[config.mk]
export PLATFORM = sky130hd
export DESIGN_NAME = load_based_dvfs_governor_core
export DESIGN_NICKNAME = d
export VERILOG_FILES = /design/src/hdl/dvfs_pkg.sv /design/src/hdl/dvfs_ctrl.sv /design/src/hdl/dvfs_dpath.sv /design/src/hdl/load_based_dvfs_governor_core.sv
export SDC_FILE = /design/constraint.sdc
export NUM_CORES = 2
export LEC_CHECK = 0
export ABC_CLOCK_PERIOD_IN_PS = 9100
export BUFFER_PORTS_ARGS = -buffer_cell sky130_fd_sc_hd__buf_2
export CORE_MARGIN = 1
export CORE_UTILIZATION = 30
export DETAILED_ROUTE_END_ITERATION = 7
export SYNTH_ARGS = -nofsm -noshare
export SYNTH_HDL_FRONTEND = slang
export SYNTH_HIERARCHICAL = 1
export SYNTH_SLANG_ARGS = --single-unit
[constraint.sdc]
create_clock -name i_clk -period 9.1 [get_ports i_clk]
set_input_delay 1.82 -clock i_clk [delete_from_list [all_inputs] [get_ports i_clk]]
set_output_delay 1.82 -clock i_clk [all_outputs]
set_load 0.01 [all_outputs]
[src/hdl/dvfs_pkg.sv]
`timescale 1ns / 1ps
// ----------------------------------------------------------------------------
// dvfs_pkg
// Shared types and constants of the load-threshold DVFS governor.
// ----------------------------------------------------------------------------
package dvfs_pkg;

    localparam int unsigned FREQ_W = 22;
    localparam int unsigned TIME_W = 48;
    localparam int unsigned PCT_W  = 7;
    localparam int unsigned DWELL_W = 27;
    localparam int unsigned CFG_W  = 27;
    localparam int unsigned CFG_IDX_W = 3;

    localparam int unsigned UP_FLOOR_FREQ_DEF = 998400;

    localparam logic [1:0] OP_SAMPLE  = 2'd0;
    localparam logic [1:0] OP_SUSPEND = 2'd1;
    localparam logic [1:0] OP_RESUME  = 2'd2;

    localparam logic [CFG_IDX_W-1:0] REG_FREQ_MAX   = 3'd0;
    localparam logic [CFG_IDX_W-1:0] REG_FREQ_MIN   = 3'd1;
    localparam logic [CFG_IDX_W-1:0] REG_SLEEP_CAP  = 3'd2;
    localparam logic [CFG_IDX_W-1:0] REG_UP_STEP    = 3'd3;
    localparam logic [CFG_IDX_W-1:0] REG_DOWN_LIMIT = 3'd4;
    localparam logic [CFG_IDX_W-1:0] REG_HIGH_PCT   = 3'd5;
    localparam logic [CFG_IDX_W-1:0] REG_LOW_PCT    = 3'd6;
    localparam logic [CFG_IDX_W-1:0] REG_DWELL      = 3'd7;

    localparam logic [FREQ_W-1:0]  FREQ_MAX_RST   = 22'd1401600;
    localparam logic [FREQ_W-1:0]  FREQ_MIN_RST   = 22'd122880;
    localparam logic [FREQ_W-1:0]  SLEEP_CAP_RST  = 22'd245760;
    localparam logic [FREQ_W-1:0]  UP_STEP_RST    = 22'd100000;
    localparam logic [FREQ_W-1:0]  DOWN_LIMIT_RST = 22'd100000;
    localparam logic [PCT_W-1:0]   HIGH_PCT_RST   = 7'd60;
    localparam logic [PCT_W-1:0]   LOW_PCT_RST    = 7'd30;
    localparam logic [DWELL_W-1:0] DWELL_RST      = 27'd45000;

    typedef struct packed {
        logic [1:0]        op;
        logic [TIME_W-1:0] wall_us;
        logic [TIME_W-1:0] idle_us;
        logic              no_idle_flag;
        logic [7:0]        tasks_running;
    } t_in_req;

    typedef struct packed {
        logic [FREQ_W-1:0] freq_out;
        logic              request;
        logic              relation;
        logic [PCT_W-1:0]  load_pct;
    } t_out_res;

    typedef struct packed {
        logic capture;
        logic diff;
        logic busy;
        logic mul;
        logic div_step;
        logic quo;
        logic scale;
        logic pick;
        logic cap;
        logic commit;
    } t_cmd;

    typedef struct packed {
        logic eval_ok;
        logic delta_zero;
        logic load_low;
        logic div_last;
    } t_sts;

    typedef enum logic [9:0] {
        ST_IDLE  = 10'b00_0000_0001,
        ST_DIFF  = 10'b00_0000_0010,
        ST_BUSY  = 10'b00_0000_0100,
        ST_MUL   = 10'b00_0000_1000,
        ST_DIV   = 10'b00_0001_0000,
        ST_QUO   = 10'b00_0010_0000,
        ST_SCALE = 10'b00_0100_0000,
        ST_PICK  = 10'b00_1000_0000,
        ST_CAP   = 10'b01_0000_0000,
        ST_DONE  = 10'b10_0000_0000
    } t_state;

endpackage

[src/hdl/dvfs_ctrl.sv]
`timescale 1ns / 1ps
// ----------------------------------------------------------------------------
// dvfs_ctrl
// Sequencer of the governor: steps one request through difference, load
// division, scale-down division, selection, capping and commit.
// ----------------------------------------------------------------------------
module dvfs_ctrl
    import dvfs_pkg::*;
(
    input  logic i_clk,
    input  logic i_rst_n,
    input  logic i_in_valid,
    output logic o_in_stall,
    output logic o_out_valid,
    input  logic i_out_stall,
    input  t_sts i_sts,
    output t_cmd o_cmd
);

    t_state r_state, n_state;
    logic   r_scale, n_scale;
    logic   r_out_valid, n_out_valid;
    logic   w_out_free;

    assign w_out_free  = !r_out_valid || !i_out_stall;
    assign o_in_stall  = (r_state != ST_IDLE);
    assign o_out_valid = r_out_valid;

    always_comb begin
        n_state     = r_state;
        n_scale     = r_scale;
        n_out_valid = r_out_valid;
        o_cmd       = '0;
        if (r_out_valid && !i_out_stall) begin
            n_out_valid = 1'b0;
        end
        case (r_state)
            ST_IDLE: begin
                if (i_in_valid) begin
                    o_cmd.capture = 1'b1;
                    n_scale       = 1'b0;
                    n_state       = ST_DIFF;
                end
            end
            ST_DIFF: begin
                o_cmd.diff = 1'b1;
                n_state    = ST_BUSY;
            end
            ST_BUSY: begin
                o_cmd.busy = 1'b1;
                if (!i_sts.eval_ok) begin
                    n_state = ST_PICK;
                end else if (i_sts.delta_zero) begin
                    n_state = ST_QUO;
                end else begin
                    n_state = ST_MUL;
                end
            end
            ST_MUL: begin
                o_cmd.mul = 1'b1;
                n_state   = ST_DIV;
            end
            ST_DIV: begin
                o_cmd.div_step = 1'b1;
                if (i_sts.div_last) begin
                    n_state = r_scale ? ST_PICK : ST_QUO;
                end
            end
            ST_QUO: begin
                o_cmd.quo = 1'b1;
                n_state   = ST_SCALE;
            end
            ST_SCALE: begin
                if (i_sts.load_low) begin
                    o_cmd.scale = 1'b1;
                    n_scale     = 1'b1;
                    n_state     = ST_DIV;
                end else begin
                    n_state = ST_PICK;
                end
            end
            ST_PICK: begin
                o_cmd.pick = 1'b1;
                n_state    = ST_CAP;
            end
            ST_CAP: begin
                o_cmd.cap = 1'b1;
                n_state   = ST_DONE;
            end
            ST_DONE: begin
                if (w_out_free) begin
                    o_cmd.commit = 1'b1;
                    n_out_valid  = 1'b1;
                    n_state      = ST_IDLE;
                end
            end
            default: begin
                n_state = ST_IDLE;
            end
        endcase
    end

    always_ff @(posedge i_clk) begin
        if (!i_rst_n) begin
            r_state     <= ST_IDLE;
            r_scale     <= 1'b0;
            r_out_valid <= 1'b0;
        end else begin
            r_state     <= n_state;
            r_scale     <= n_scale;
            r_out_valid <= n_out_valid;
        end
    end

endmodule

[src/hdl/dvfs_dpath.sv]
`timescale 1ns / 1ps
// ----------------------------------------------------------------------------
// dvfs_dpath
// Datapath of the governor: configuration, frequency state, time
// differences, a shift-subtract divider for the load, a reciprocal
// multiplication for the scale-down and the output register.
// ----------------------------------------------------------------------------
module dvfs_dpath
    import dvfs_pkg::*;
#(
    parameter int unsigned UP_FLOOR_FREQ = UP_FLOOR_FREQ_DEF
) (
    input  logic                 i_clk,
    input  logic                 i_rst_n,
    input  logic                 i_cfg_we,
    input  logic [CFG_IDX_W-1:0] i_cfg_idx,
    input  logic [CFG_W-1:0]     i_cfg_data,
    input  t_in_req              i_in_data,
    input  t_cmd                 i_cmd,
    output t_sts                 o_sts,
    output t_out_res             o_out_data
);

    localparam int unsigned F1_W     = FREQ_W + 1;
    localparam int unsigned DIV_W    = TIME_W + PCT_W;
    localparam int unsigned QUO_W    = 24;
    localparam int unsigned CNT_W    = 5;
    localparam int unsigned PROD_W   = FREQ_W + 8;
    localparam int unsigned RECIP_W  = 2 * PROD_W;
    localparam int unsigned RECIP_SH = 36;
    localparam logic [F1_W-1:0]   FLOOR_FREQ = F1_W'(UP_FLOOR_FREQ);
    // The reciprocal of 100 rounded up at a scale of 2^36 is exact for any
    // dividend below 2^30.
    localparam logic [PROD_W-1:0] RECIP_100  = PROD_W'(687194768);
    localparam logic [CNT_W-1:0]  LOAD_ITER  = CNT_W'(PCT_W - 1);

    // Configuration.
    logic [FREQ_W-1:0]  r_fmax, r_fmin, r_cap, r_up_step, r_dlimit;
    logic [PCT_W-1:0]   r_high, r_low;
    logic [DWELL_W-1:0] r_dwell;

    // Governor state.
    logic [FREQ_W-1:0] r_cur;
    logic [TIME_W-1:0] r_chg_wall, r_chg_idle;
    logic              r_susp;

    // Working registers.
    t_in_req           r_in;
    logic [TIME_W-1:0] r_delta, r_itime, r_busy;
    logic              r_eval;
    logic [DIV_W-1:0]  r_rem, r_dsh;
    logic [QUO_W-1:0]  r_quo;
    logic [CNT_W-1:0]  r_cnt;
    logic              r_recip;
    logic [PCT_W-1:0]  r_load;
    logic [7:0]        r_dummy;
    logic [FREQ_W-1:0] r_bound;
    logic              r_req, r_rel, r_noclamp;
    logic [F1_W-1:0]   r_nf1, r_nf2;
    t_out_res          r_out;

    logic [F1_W-1:0]    n_nf1, n_nf2;
    logic               n_req, n_rel, n_noclamp;
    logic [F1_W-1:0]    w_cur1, w_fmax1, w_fmin1, w_cap1, w_ramp, w_q, w_bound1;
    logic [F1_W-1:0]    w_low_nf, w_clip, w_clamp, w_final1;
    logic [FREQ_W-1:0]  w_final;
    logic               w_capped, w_ge, w_forced, w_evpath;
    logic [DIV_W-1:0]   w_busy100;
    logic [PROD_W-1:0]  w_prod;
    logic [RECIP_W-1:0] w_recip;
    logic [PCT_W-1:0]   w_load;
    logic [7:0]         w_sum;

    assign w_cur1   = {1'b0, r_cur};
    assign w_fmax1  = {1'b0, r_fmax};
    assign w_fmin1  = {1'b0, r_fmin};
    assign w_cap1   = {1'b0, r_cap};
    assign w_ramp   = (r_up_step == '0) ? w_fmax1 : w_cur1 + {1'b0, r_up_step};
    assign w_q      = r_quo[F1_W-1:0];
    assign w_bound1 = {1'b0, r_bound};
    assign w_low_nf = (r_dlimit != '0 && w_q < w_bound1) ? w_bound1 : w_q;
    assign w_capped = r_susp && (r_cap != '0);
    assign w_forced = (r_in.op == OP_SAMPLE) && r_in.no_idle_flag;
    assign w_evpath = (r_in.op == OP_SAMPLE) && !r_in.no_idle_flag;
    assign w_ge     = (r_rem >= r_dsh);
    assign w_busy100 = {1'b0, r_busy, 6'b0} + {2'b0, r_busy, 5'b0}
                     + {5'b0, r_busy, 2'b0};
    assign w_prod   = PROD_W'(r_cur) * PROD_W'(r_dummy);
    assign w_recip  = RECIP_W'(r_rem[PROD_W-1:0]) * RECIP_W'(RECIP_100);
    assign w_load   = o_sts.delta_zero ? PCT_W'(100) : r_quo[PCT_W-1:0];
    assign w_sum    = {1'b0, w_load} + 8'd100;

    assign w_clip   = (r_nf2 > w_fmax1) ? w_fmax1 : r_nf2;
    assign w_clamp  = (w_clip < w_fmin1) ? w_fmin1 : w_clip;
    assign w_final1 = r_noclamp ? r_nf2 : w_clamp;
    assign w_final  = w_final1[FREQ_W-1:0];

    assign o_sts.eval_ok    = w_evpath && (r_cur != r_fmin)
                            && (r_delta >= {{(TIME_W-DWELL_W){1'b0}}, r_dwell});
    assign o_sts.delta_zero = (r_delta == '0);
    assign o_sts.load_low   = (r_load < r_low);
    assign o_sts.div_last   = (r_cnt == '0);
    assign o_out_data       = r_out;

    always_comb begin
        n_req     = 1'b0;
        n_rel     = 1'b0;
        n_noclamp = 1'b0;
        n_nf1     = w_cur1;
        case (r_in.op)
            OP_SUSPEND: begin
                n_req = (r_cap != '0) && (r_cur > r_cap);
                n_rel = 1'b1;
                n_nf1 = w_cap1;
            end
            OP_RESUME: begin
                n_req     = (r_cap != '0);
                n_rel     = 1'b1;
                n_noclamp = 1'b1;
                n_nf1     = w_fmax1;
            end
            OP_SAMPLE: begin
                if (r_in.no_idle_flag) begin
                    n_req = (r_cur != r_fmax) && (r_in.tasks_running >= 8'd2);
                    n_nf1 = w_ramp;
                end else begin
                    n_req = r_eval;
                    if (r_load < r_low) begin
                        n_nf1 = w_low_nf;
                    end else if (r_load > r_high) begin
                        n_nf1 = w_ramp;
                    end else begin
                        n_nf1 = w_cur1;
                    end
                end
            end
            default: begin
                n_req = 1'b0;
            end
        endcase
    end

    always_comb begin
        n_nf2 = r_nf1;
        if (w_forced) begin
            if (w_capped) begin
                n_nf2 = (r_nf1 > w_cap1) ? w_cap1 : r_nf1;
            end else begin
                n_nf2 = (r_nf1 < FLOOR_FREQ) ? FLOOR_FREQ : r_nf1;
            end
        end else if (w_evpath) begin
            if (w_capped && (r_nf1 > w_cap1 || r_nf1 > w_cur1)) begin
                n_nf2 = w_cap1;
            end
        end
    end

    always_ff @(posedge i_clk) begin
        if (!i_rst_n) begin
            r_fmax     <= FREQ_MAX_RST;
            r_fmin     <= FREQ_MIN_RST;
            r_cap      <= SLEEP_CAP_RST;
            r_up_step  <= UP_STEP_RST;
            r_dlimit   <= DOWN_LIMIT_RST;
            r_high     <= HIGH_PCT_RST;
            r_low      <= LOW_PCT_RST;
            r_dwell    <= DWELL_RST;
            r_cur      <= FREQ_MAX_RST;
            r_chg_wall <= '0;
            r_chg_idle <= '0;
            r_susp     <= 1'b0;
        end else begin
            if (i_cfg_we) begin
                case (i_cfg_idx)
                    REG_FREQ_MAX:   r_fmax    <= i_cfg_data[FREQ_W-1:0];
                    REG_FREQ_MIN:   r_fmin    <= i_cfg_data[FREQ_W-1:0];
                    REG_SLEEP_CAP:  r_cap     <= i_cfg_data[FREQ_W-1:0];
                    REG_UP_STEP:    r_up_step <= i_cfg_data[FREQ_W-1:0];
                    REG_DOWN_LIMIT: r_dlimit  <= i_cfg_data[FREQ_W-1:0];
                    REG_HIGH_PCT:   r_high    <= i_cfg_data[PCT_W-1:0];
                    REG_LOW_PCT:    r_low     <= i_cfg_data[PCT_W-1:0];
                    REG_DWELL:      r_dwell   <= i_cfg_data[DWELL_W-1:0];
                    default: begin
                    end
                endcase
            end
            if (i_cmd.commit) begin
                if (r_req) begin
                    r_cur <= w_final;
                    if (r_in.op == OP_SAMPLE) begin
                        r_chg_wall <= r_in.wall_us;
                        r_chg_idle <= r_in.idle_us;
                    end
                end
                if (r_in.op == OP_SUSPEND) begin
                    r_susp <= 1'b1;
                end else if (r_in.op == OP_RESUME) begin
                    r_susp <= 1'b0;
                end
            end
        end
    end

    always_ff @(posedge i_clk) begin
        if (i_cmd.capture) begin
            r_in   <= i_in_data;
            r_eval <= 1'b0;
            r_load <= '0;
        end
        if (i_cmd.diff) begin
            r_delta <= r_in.wall_us - r_chg_wall;
            r_itime <= r_in.idle_us - r_chg_idle;
        end
        if (i_cmd.busy) begin
            r_busy <= (r_itime > r_delta) ? '0 : r_delta - r_itime;
            r_eval <= o_sts.eval_ok;
        end
        if (i_cmd.mul) begin
            r_rem   <= w_busy100;
            r_dsh   <= {1'b0, r_delta, 6'b0};
            r_quo   <= '0;
            r_cnt   <= LOAD_ITER;
            r_recip <= 1'b0;
        end
        if (i_cmd.div_step) begin
            if (r_recip) begin
                r_quo <= w_recip[RECIP_SH +: QUO_W];
            end else begin
                r_rem <= w_ge ? r_rem - r_dsh : r_rem;
                r_dsh <= r_dsh >> 1;
                r_quo <= {r_quo[QUO_W-2:0], w_ge};
            end
            r_cnt <= r_cnt - 1'b1;
        end
        if (i_cmd.quo) begin
            r_load  <= w_load;
            r_dummy <= (w_sum > {1'b0, r_high}) ? w_sum - {1'b0, r_high} : 8'd0;
        end
        if (i_cmd.scale) begin
            r_rem   <= DIV_W'(w_prod);
            r_cnt   <= '0;
            r_recip <= 1'b1;
            r_bound <= (r_cur > r_dlimit) ? r_cur - r_dlimit : '0;
        end
        if (i_cmd.pick) begin
            r_req     <= n_req;
            r_rel     <= n_rel;
            r_noclamp <= n_noclamp;
            r_nf1     <= n_nf1;
        end
        if (i_cmd.cap) begin
            r_nf2 <= n_nf2;
        end
        if (i_cmd.commit) begin
            r_out.freq_out <= r_req ? w_final : r_cur;
            r_out.request  <= r_req;
            r_out.relation <= r_req & r_rel;
            r_out.load_pct <= r_req ? r_load : '0;
        end
    end

endmodule

[src/hdl/load_based_dvfs_governor_core.sv]
`timescale 1ns / 1ps
// ----------------------------------------------------------------------------
// load_based_dvfs_governor_core
// Load-threshold frequency governor for one core. Commands, ramp samples and
// samples that are not evaluated skip the load division; a sample that
// evaluates load runs its seven steps, and one that also scales down adds
// a reciprocal step. A zero time delta skips the division.
// A new request is taken in the cycle after the previous result is
// registered; a stalled result holds the next one back until it is taken.
// Synchronous active-low reset restores the configuration defaults and the
// frequency state, and leaves the output empty.
// ----------------------------------------------------------------------------
module load_based_dvfs_governor_core
    import dvfs_pkg::*;
#(
    parameter int unsigned UP_FLOOR_FREQ = UP_FLOOR_FREQ_DEF
) (
    input  logic                 i_clk,
    input  logic                 i_rst_n,
    input  logic                 i_cfg_we,
    input  logic [CFG_IDX_W-1:0] i_cfg_idx,
    input  logic [CFG_W-1:0]     i_cfg_data,
    input  logic                 i_in_valid,
    output logic                 o_in_stall,
    input  t_in_req              i_in_data,
    output logic                 o_out_valid,
    input  logic                 i_out_stall,
    output t_out_res             o_out_data
);

    t_cmd w_cmd;
    t_sts w_sts;

    dvfs_ctrl u_ctrl (
        .i_clk       (i_clk),
        .i_rst_n     (i_rst_n),
        .i_in_valid  (i_in_valid),
        .o_in_stall  (o_in_stall),
        .o_out_valid (o_out_valid),
        .i_out_stall (i_out_stall),
        .i_sts       (w_sts),
        .o_cmd       (w_cmd)
    );

    dvfs_dpath #(
        .UP_FLOOR_FREQ (UP_FLOOR_FREQ)
    ) u_dpath (
        .i_clk      (i_clk),
        .i_rst_n    (i_rst_n),
        .i_cfg_we   (i_cfg_we),
        .i_cfg_idx  (i_cfg_idx),
        .i_cfg_data (i_cfg_data),
        .i_in_data  (i_in_data),
        .i_cmd      (w_cmd),
        .o_sts      (w_sts),
        .o_out_data (o_out_data)
    );

endmodule
Word-level counts from Yosys, hierarchy flattened
Index checks and enable logic that the tools add are counted.

$add $sub $neg: 11. Multiply operators: 2. $lt $le $gt $ge: 15. Equality and inequality tests: 28. Mux-type cells: 67. Bitwise operators: 1. Reductions and logical operators: 40.

Operator list (number): $mux W55 (7); $mux W23 (15); $sub A48 B48 Y48 (3); $pmux W10 S10 (1); $gt A23 B22 Y1 (3); $pmux W23 S3 (1); $mux W22 (3); $add A54 B53 Y55 (1); $add A55 B50 Y55 (1); $ge A55 B55 Y1 (1); $mul A30 B26 Y55 const B (1); $sub A55 B55 Y55 (1); $ge A48 B27 Y1 (1); $gt A48 B48 Y1 (1); $logic_not A48 Y1 (1); $lt A23 B22 Y1 (2); $gt A22 B22 Y1 (2); $ne A22 B22 Y1 (2); $reduce_bool A22 Y1 (2); $mul A22 B8 Y30 (1); $mux W10 (3); $mux W30 (1); $mux W1 (25); $mux W8 (3); other kinds (47) (82).

Register bits: 790. Input bits: 142. Output and inout bits: 33. Logic and storage cells: 206.

Logic depth before layout (Yosys ltp)
Depth after elaboration: 6. Depth in mapped cells: 26. Depth with buffers taken out: 26.

Cells and area by module
Netlist, hierarchy kept.

Modules (own cells, without submodules): dvfs_dpath (instances 1, cells each 7680, area an instance 69563.0 um^2, sequential area each 19769.0 um^2); dvfs_ctrl (instances 1, cells each 86, area an instance 790.8 um^2, sequential area each 240.2 um^2).

Worst setup path after synthesis
OpenSTA, ideal clock, no wires.

Path type: register to register. Start: register u_dpath.r_rem[11]. End: register u_dpath.r_quo[19] (data pin). Library setup time: 265 ps. Arrival time: 7065 ps. Data required time: 8835 ps. Path slack: 1770 ps. Cell stages (with the launch flop): 27. Buffers on the path: 0. Period minus slack after synthesis: 7330 ps. Cell sequence: edfxtp_1 > inv_1 > fa_1 > inv_1 > ha_1 > inv_1 > fa_1 > inv_1 > fa_1 > fa_1 > fa_1 > inv_1 > fa_1 > inv_1 > ha_1 > a21o_1 > a21o_1 > a221o_1 > o21ai_1 > a31oi_1 > a221oi_1 > o22ai_1 > or4b_1 > a31oi_1 > o21bai_1 > xnor2_1 > o21ai_0.

Word-level cells in the longest chain between the ends: 3.

Ends and longest elaborated chain: start, declared (RTL line dvfs_dpath.sv:51) `logic [DIV_W-1:0] r_rem, r_dsh;`; start signal, assigned (RTL line dvfs_dpath.sv:219) `r_rem <= w_busy100;`; start signal, assigned (RTL line dvfs_dpath.sv:229) `r_rem <= w_ge ? r_rem - r_dsh : r_rem;`; start signal, assigned (RTL line dvfs_dpath.sv:240) `r_rem <= DIV_W'(w_prod);`; $mul A30 B26 Y55 (RTL line dvfs_dpath.sv:89) `assign w_recip = RECIP_W'(r_rem[PROD_W-1:0]) * RECIP_W'(RECIP_100);`; $mux W23 (RTL line dvfs_dpath.sv:226) `if (r_recip) begin`; $mux W23 (RTL line dvfs_dpath.sv:225) `if (i_cmd.div_step) begin`; end signal, assigned (RTL line dvfs_dpath.sv:227) `r_quo <= w_recip[RECIP_SH +: QUO_W];`; end signal, assigned (RTL line dvfs_dpath.sv:231) `r_quo <= {r_quo[QUO_W-2:0], w_ge};`; end, declared (RTL line dvfs_dpath.sv:52) `logic [QUO_W-1:0] r_quo;`.

No other way between the ends. A chain may end at the register's enable or synchronous reset.

Final worst setup path
Start: register u_dpath.r_rem[4]. End: register u_dpath.r_quo[19] (data pin).

The elaborated chain is that of the path after synthesis.

==> results.md <==
* Largest family of logic cells by synthesized area: adder cells
* Post-CTS setup buffer count at 0
* Most common cell in the netlist: inv_1
* CTS Buffer Depth at 3
* Gr usage total at 0.181
* Antenna Nets Post-Route at 0
* EDFF count, synth at 421
* Worst setup startpoint: u_dpath/r_rem[4]$_DFFE_PP_
* Area delta synth->final at 10.3%
* MaxCap Viol Count at 0
* WL final at 217000 um
* Share of layout cells above drive strength 1 at 0.0591
* Via/cell ratio at 5.08
* Final slew viol count at 0
* Rows at 177
* Dominant cells by area after synthesis: edfxtp_1 18%, ha_1 15%, fa_1 13%
* Adder-Cell Fraction of Synth Area at 0.279
* Residual DRC at 0
* Power per cell area at 126 nW/um2
* Clock Root Buffer: clkbuf_16
* CTS H-tree depth at 3
* Worst slack, placed at 0.662 ns
* IO Count at 175
* Final setup vio count at 0
* Final cycle utilization of the critical path at 0.924
* Asr flop ratio synth at 0
* Nets at 9255
* Syn Area/Cell at 9.06 um2
* CTS Buf Count at 84
* CP Max Fanout at 11
* Clock sink total at 789
* I/O Buffers at 173
* Worst path bufs/invs at 3
* Worst Path Arrival at 8.86 ns
* Initial antenna violation count at 8
* RSZ-0062 raised after global routing: no
* Synth unique cells at 93
* Top Family by Delay on Critical Path: adder cells
* Status: finished clean
* Reg-to-Reg Start: u_dpath/r_rem[4]$_DFFE_PP_
* Slowest-stage cell, CP: edfxtp_1
* Top cells by count, synth: 1077 x inv_1, 898 x nand2_1, 849 x ha_1, 461 x a21oi_1, 451 x fa_1
* Multi-input gate area at 45300 um2
* Worst setup EP type: flop
* Chip height at 486 um
* Clock Skew at 0.0546 ns
* Area fraction of the dominant cell type after synthesis at 0.180
* Max Fclk at 119 MHz
* Sequential share of the synthesized area at 0.284
* Vias post-DR at 55900
* FF+latch area at 20000 um2
* Dominant synthesized flop cell: edfxtp_1
* Peak supply drop at 0.000181 V
* Least-Margin Pin Slew at 1.28 ns
* Hold path startpoint: u_dpath/r_dsh[2]$_DFF_P_
* Hold Buf Count CTS at 0
* Die width at 486 um
* Setup ws final at 0.689 ns
* Cells after Synth at 7766
* CP max stage delay at 0.76 ns
* Compound-Gate Fraction of Synth Area at 0.173
* Skew-Pair Late Insertion Delay at 0.73 ns
* Initial drt markers at 4329
* Vias in the first global route at 55300
* Initial Utilization at 0.302
* CTS tree: done
* Clock-pin slew on the worst setup and hold paths at 0.07 ns
* Wirelength per Cell at 19.7 um
* Startpoint Class: flop
* Total Power at 9.77 mW
* Static Leak at 33.8 nW
* Largest net degree at the start of global routing at 175
* CP Class: reg2reg
* WHS at 0.442 ns
* Warning count from the yosys run at 6
* Pre-antenna DRT Iters at 6
* Xor/xnor share of the synthesized area at 0.0436
* Setup TNS at 0 ns
* Tmin final at 8.41 ns
* Mux share of post-synthesis cell area at 0.0145
* Detailed Place HPWL at 171000 um
* CTS resizes at 0
* Syn_nets at 9208
* Final hold vios at 0
* Required time worst endpoint at 9.55 ns
* Max_slew headroom at 0.144
* Type of the worst min-delay path: reg2reg
* Global route total overflow at 0
* Core footprint at 233000 um2
* Cell accounting for the most synthesized area: edfxtp_1
* Flops & latches, synth at 789
* Syn Std Cell Area at 70400 um2
* Gp weighted congestion at 0.957
* Fillers at 23900
* First-pass GRT wire length at 332000 um
* Die area at 236000 um2
* Synth Area in Simple Gates at 0.132
==> where the power goes <==
group	switching (mW)	internal, mW
Sequential	0.143	3.97
Combinational	1.24	0.791
Clock	1.58	2.05
Total	2.96	6.81
==> layout make-up <==
cell class / count / area share
multi-input cells: 5610 / 0.584
flip-flops and latches: 789 / 0.258
inverters: 1078 / 0.0521
well taps: 3132 / 0.0505
clock buffers: 108 / 0.0304
repair buffers: 250 / 0.0188
clock inverters: 50 / 0.00650
diodes: 2 / 0.0000645
==> logic make-up (layout without fill, tap and decap cells) <==
group | count (synthesis) | after routing
buffers and inverters | 1367 | 1486
adders and majority gates | 1300 | 1300
muxes | 101 | 101
xor gates and xnor gates | 350 | 350
AOI/OAI and AO/OA | 1860 | 1860
DFF | 789 | 789
other | 0 | 2
and+or+nand+nor | 1999 | 1999
==> cell usage in the layout (no fill, tap or decap), types with 89 or more instances in the layout <==
master / n
nand2_1: 897
nand4_1: 98
clkbuf_16: 89
a21o_1: 221
a21boi_0: 217
a21oi_1: 460
xor2_1: 128
nor2_1: 393
edfxtp_1: 421
nor2b_1: 94
fa_1: 451
ha_1: 849
dfxtp_1: 368
o21ai_0: 353
buf_2: 172
inv_1: 1076
xnor2_1: 222
mux2i_1: 96
and2_1: 111
==> state kept, by name, indices dropped and copies added, names as in the netlist, 23 cells and up <==
name	flops
u_dpath/r_nf1	23
u_dpath/r_chg_wall	48
u_dpath/o_out_data	31
u_dpath/r_dwell	27
u_dpath/r_in	106
u_dpath/r_dsh	55
u_dpath/r_itime	48
u_dpath/r_nf2	23
u_dpath/r_quo	23
u_dpath/r_delta	48
u_dpath/r_rem	55
u_dpath/r_chg_idle	48
u_dpath/r_busy	48
==> final timing paths <==
| kind | end | slack [ns] | cells past startpoint |
|---|---|---|---|
| hold reg to reg | u_dpath/r_dsh[1]$_DFF_P_ | 0.44 | 2 |
| setup reg to reg | u_dpath/r_quo[19]$_SDFFCE_PN0P_ | 0.69 | 25 |
| setup / recovery | u_dpath/r_quo[19]$_SDFFCE_PN0P_ | 0.69 | 25 |
| hold / removal | u_dpath/r_dsh[1]$_DFF_P_ | 0.44 | 2 |
==> stage by stage <==
| step | util | area [um2] | cells |
|---|---|---|---|
| floorplan | - | 70400 | 7766 |
| global placement | 0.321 | 74700 | 10900 |
| detailed placement | 0.321 | 74700 | 10900 |
| CTS | 0.333 | 77600 | 11000 |
| global route | 0.333 | 77600 | 11000 |
| finish | 0.333 | 77600 | 11000 |
==> worst reg2reg max path: stages (launching register included) <==
cell and delay, ns:
edfxtp_1 0.76, ha_1 0.40, xnor2_1 0.42, inv_1 0.10
ha_1 0.22, or2_2 0.30, ha_1 0.20, fa_1 0.56
fa_1 0.45, fa_1 0.56, inv_1 0.06, fa_1 0.53
inv_1 0.04, ha_1 0.30, and4_1 0.24, and3_1 0.22
a41oi_1 0.20, o31a_1 0.28, a31oi_1 0.26, a221oi_1 0.59
o22ai_1 0.23, or4b_1 0.61, a31oi_1 0.30, o21bai_1 0.11
xnor2_1 0.13, o21ai_0 0.08
==> per-layer routing <==
layer / global-route usage / share of wire / up-vias / wire length, um
met1: 0.251 / 0.46 / 27300 / 101000
met2: 0.292 / 0.45 / 1604 / 97900
met3: 0.0184 / 0.052 / 290 / 11300
met5: 0 / 0.00016 / - / 34
met4: 0.0611 / 0.033 / 6 / 7110
li1: - / - / 26700 / -
Note: power is estimated with default switching activity, not from simulation.
